`config.mk`:
```
export PLATFORM = sky130hd
export DESIGN_NAME = asm_mac
export DESIGN_NICKNAME = d
export VERILOG_FILES = /design/src/hw/rtl/asm_pkg.sv /design/src/hw/rtl/asm_mac.sv
export SDC_FILE = /design/constraint.sdc
export NUM_CORES = 2
export LEC_CHECK = 0
export BUFFER_PORTS_ARGS = -buffer_cell sky130_fd_sc_hd__buf_4
export CAP_MARGIN = 10
export CORE_UTILIZATION = 40
export DETAILED_ROUTE_END_ITERATION = 8
export GPL_ROUTABILITY_DRIVEN = 0
export PLACE_DENSITY = 0.62
export SYNTH_ARGS = -nofsm -noshare
export SYNTH_HDL_FRONTEND = slang
export SYNTH_SLANG_ARGS = --single-unit
```
`constraint.sdc`:
```
create_clock -name clock -period 8.1 [get_ports clock]
set_input_delay 0.405 -clock clock [delete_from_list [all_inputs] [get_ports clock]]
set_output_delay 0.405 -clock clock [all_outputs]
set_load 0.02 [all_outputs]
```
`src/hw/rtl/asm_pkg.sv`:
```
// Shared types, widths, register indexes and helpers for the accelerometer model.
// Used by every module of the block; depends on nothing.
package asm_pkg;

   localparam int WINDOW_DEFAULT   = 16;
   localparam int NUM_AXES_DEFAULT = 3;
   localparam int QDEPTH           = 2;

   localparam int AW   = 38;
   localparam int BW   = 27;
   localparam int PW   = AW + BW;
   localparam int ACCW = 68;
   localparam int ROTW = BW;

   localparam logic [2:0] MAC_NOP   = 3'd0;
   localparam logic [2:0] MAC_LOAD  = 3'd1;
   localparam logic [2:0] MAC_ADD   = 3'd2;
   localparam logic [2:0] MAC_SUB   = 3'd3;
   localparam logic [2:0] MAC_ADDSH = 3'd4;

   localparam logic [2:0] REG_INV_TIME_STEP = 3'd0;
   localparam logic [2:0] REG_GRAVITY       = 3'd1;
   localparam logic [2:0] REG_MAX_READING   = 3'd2;
   localparam logic [2:0] REG_WINDOW_LEN    = 3'd3;
   localparam logic [2:0] REG_MOUNT_OFFSET  = 3'd4;
   localparam logic [2:0] REG_AXIS_ONE      = 3'd5;
   localparam logic [2:0] REG_AXIS_TWO      = 3'd6;
   localparam logic [2:0] REG_AXIS_THREE    = 3'd7;

   localparam logic [31:0] RST_INV_TIME_STEP = 32'd6553600;
   localparam logic [30:0] RST_MAX_READING   = 31'd771490;
   localparam logic [4:0]  RST_WINDOW_LEN    = 5'd1;
   localparam logic [47:0] RST_AXIS_ONE      = 48'h4000_0000_0000;
   localparam logic [47:0] RST_AXIS_TWO      = 48'h0000_0000_4000;
   localparam logic [47:0] RST_AXIS_THREE    = 48'h0000_C000_0000;

   typedef struct packed {
      logic        restart;
      logic [31:0] pos_x;
      logic [31:0] pos_y;
      logic [31:0] pos_z;
      logic [15:0] quat_w;
      logic [15:0] quat_x;
      logic [15:0] quat_y;
      logic [15:0] quat_z;
   } item_type;

   typedef struct packed {
      logic [31:0] inv_time_step;
      logic [31:0] gravity;
      logic [30:0] max_reading;
      logic [4:0]  window_len;
      logic [62:0] mount_offset;
      logic [47:0] axis_one;
      logic [47:0] axis_two;
      logic [47:0] axis_three;
   } cfg_type;

   typedef struct packed {
      logic [2:0]    op;
      logic [AW-1:0] a;
      logic [BW-1:0] b;
   } mac_cmd_type;

   function automatic logic signed [31:0] sat32(input logic signed [ACCW-1:0] x);
      logic signed [ACCW-1:0] hi;
      logic signed [ACCW-1:0] lo;
      hi = ACCW'(32'sh7fff_ffff);
      lo = ACCW'(signed'(32'h8000_0000));
      if (x > hi) begin
         return 32'sh7fff_ffff;
      end else if (x < lo) begin
         return signed'(32'h8000_0000);
      end
      return 32'(x);
   endfunction

endpackage

```
`src/hw/rtl/asm_mac.sv`:
```
// Shared multiply-accumulate unit: registered product, then accumulated in the following cycle.
// Depends on asm_pkg.
module asm_mac (
   input  logic                            clock,
   input  logic                            reset,
   input  asm_pkg::mac_cmd_type            cmd,
   output logic signed [asm_pkg::ACCW-1:0] acc
);
   import asm_pkg::*;

   logic signed [AW-1:0]   a_s;
   logic signed [BW-1:0]   b_s;
   logic signed [PW-1:0]   prod_ff;
   logic [2:0]             op_ff;
   logic signed [ACCW-1:0] acc_ff;
   logic signed [ACCW-1:0] prod_ext;

   assign a_s      = cmd.a;
   assign b_s      = cmd.b;
   assign prod_ext = ACCW'(prod_ff);
   assign acc      = acc_ff;

   always_ff @(posedge clock) begin
      prod_ff <= PW'(a_s) * PW'(b_s);
   end

   always_ff @(posedge clock) begin
      if (reset) begin
         op_ff <= MAC_NOP;
      end else begin
         op_ff <= cmd.op;
      end
   end

   always_ff @(posedge clock) begin
      unique case (op_ff)
         MAC_LOAD:  acc_ff <= prod_ext;
         MAC_ADD:   acc_ff <= acc_ff + prod_ext;
         MAC_SUB:   acc_ff <= acc_ff - prod_ext;
         MAC_ADDSH: acc_ff <= acc_ff + {prod_ext[ACCW-17:0], 16'd0};
         default:   acc_ff <= acc_ff;
      endcase
   end

endmodule

```
==> metrics <==
P&R area growth vs syn 6.52%; CP most frequent cell fa_1; Final TNS setup 0 ns; Pre-Repair DR Iteration Count 6; Final period util 90.3%; Die Y 349 um; asr flop ratio synth 0%; Yosys cell types 87; Main synth FF type edfxtp_1; Via Count 37500; root buffer cell clkbuf_16; die area 122000 um2; routed wire length 140000 um; Num CTS Buffers 25; RSZ-0062 raised after global routing no; most frequent cells in the layout 1174 x inv_1, 1038 x fa_1, 883 x nand2_1; Worst Clk Skew 0.0215 ns; slew margin rel. 38.1%; most common cell after layout, fill and taps aside inv_1; hold_buf cts 0; CTS Buffer Depth 3; Post-Syn Instances 5598; top post-synthesis cells by area fa_1 43%, inv_1 9.1%, ha_1 7.8%; Slew @ Worst Pin 0.928 ns; MaxCap Viol Count 0; synthesis-stage register bit count 136; cell accounting for the most synthesized area fa_1; area of the multi-input gates 39200 um2; area occupied by registers 3400 um2; slowest cell delay on critical path 0.62 ns; clock period minus worst slack 7.31 ns; vias in the first global route 39200; Final #Nets 6928; Peak Freq 137 MHz; fin util 43.2%; All-Layer GR Usage 23.2%; Yosys top cell area share 43.1%; row count 126; antenna viol nets, final 0; Critical Path Source Type input pin; clock sinks 136; dpl hpwl 117000 um; final instance area 51300 um2; syn_area_per_cell 8.60 um2; CP bufs+invs 8; Setup CP Type in -> reg; Critical Path AT 7.69 ns; DIE WIDTH 349 um; synthesized area 48200 um2; Seq/Total Area, Yosys 7.07%; setup ws final 0.785 ns; CP Capture Type flip-flop; Buffers on Ports 137; gr ovfl total 0; Max stage delay cell, worst path fa_1; Final Hold Viols 0; setup bufs post-CTS 0; wire length of the first global-routing pass 221000 um; crit-path max FO 23; Filler Cell Count 11600; Area after DPL 50600 um2; delay-heaviest family, CP adder cells; fin. max-slew vios 0; Synthesized Nets 7005; Core Area 119000 um2; drt wl/cell 19.6 um; Ports 138; status complete, no violations; Initial Utilization 40.6%; Hold Path Class in -> reg; CTS tree built; YS warnings 0; largest net degree at the start of global routing 80; CTS HTree Levels 4; final count of negative-setup-slack endpoints 0; Post-synth EDFFs 68; CP required 8.47 ns; share of cells above drive strength 1 5.23%; Post-CTS Resized 0; initial antenna violation count 1; clk slew on worst S/H paths 0.05 ns; Iter 0 DRT Violations 2937; DRC violations left 0; vias per cell 5.27; worst-skew pair later-pin latency 0.51 ns; DP Worst Slack 0.288 ns
[worst paths after layout]
check / endpoint / slack [ns] / from / cells past startpoint
min: op_ff[1] / 0.09 / reset / 2
max reg2reg: acc[61] / 1.93 / prod_ff[7] / 17
min reg2reg: acc[53] / 0.67 / prod_ff[53] / 1
max: prod_ff[59] / 0.79 / cmd[3] / 26
[cells by family (layout without fill, tap and decap cells)]
logic type | after synthesis | count (layout) | share of synthesized area [%]
XOR/XNOR | 231 | 231 | 4.22
AO/OA/AOI/OAI | 743 | 743 | 10.0
buffers and inverters | 1497 | 1426 | 11.7
adder cells (fa/ha/maj) | 1337 | 1337 | 50.9
AND/OR/NAND/NOR | 1640 | 1640 | 15.8
flip-flops | 136 | 136 | 7.07
multiplexers | 14 | 14 | 0.299
other | 0 | 1 | 0
[metrics by stage]
step	hold WS, ns	std cells
floorplan	0.477	5598
global placement	0.593	7094
detailed placement	0.595	7094
CTS	0.0816	7127
global route	0.0862	7127
finish	0.0927	7128
[cell type report]
cell class                 count  share of cell area [%]
multi-input combinational   3965                    76.3
inverter                    1174                    8.59
sequential                   136                    6.63
tap                         1600                    3.90
timing repair buffer         219                    3.20
clock buffer                  29                    1.31
clock inverter                 4                  0.0317
antenna                        1                 0.00488
[worst register-to-register path, delay by kind of cell, from the launching register on]
family / cells / cell delay (ns)
AND/OR/NAND/NOR: 10 / 3.11
AO/OA/AOI/OAI: 4 / 1.45
adder cells (fa/ha/maj): 1 / 0.43
flip-flops: 1 / 0.39
multiplexers: 1 / 0.32
XOR/XNOR: 1 / 0.16
[metal layers]
| layer | part of all wire (%) | vias to the layer above | global-route usage (%) |
|---|---|---|---|
| met1 | 44 | 18800 | 32.4 |
| met2 | 44 | 1501 | 36.3 |
| met3 | 8.6 | 230 | 4.58 |
| met5 | 0.0086 | - | 0 |
| li1 | - | 17000 | - |
| met4 | 3.0 | 2 | 6.89 |
[synthesized netlist by cell type (11+ instances only)]
cell type / n
a211oi_1: 21
and3_1: 27
dfxtp_1: 68
or3_1: 16
o21a_1: 25
and2_1: 272
o21ai_0: 150
nand2_1: 883
xor2_1: 91
nor3_1: 47
fa_1: 1038
a21oi_1: 196
nor2b_1: 17
o21bai_1: 28
clkbuf_1: 312
nand3_1: 54
inv_1: 1174
o31ai_1: 23
nand4_1: 55
xnor2_1: 139
a31oi_1: 25
ha_1: 299
a21o_1: 106
nand2b_1: 36
nor4_1: 12
nor2_1: 165
mux2i_1: 11
o211ai_1: 13
o21ai_1: 11
a211o_1: 14
edfxtp_1: 68
a22oi_1: 29
[flip-flops by register name (all words and copies together) (netlist names)]
signal   count
acc         68
op_ff        3
prod_ff     65
Power is left out: the tool's default activity adds up to more than one toggle a clock period on the data nets, which glitch-free logic cannot reach.
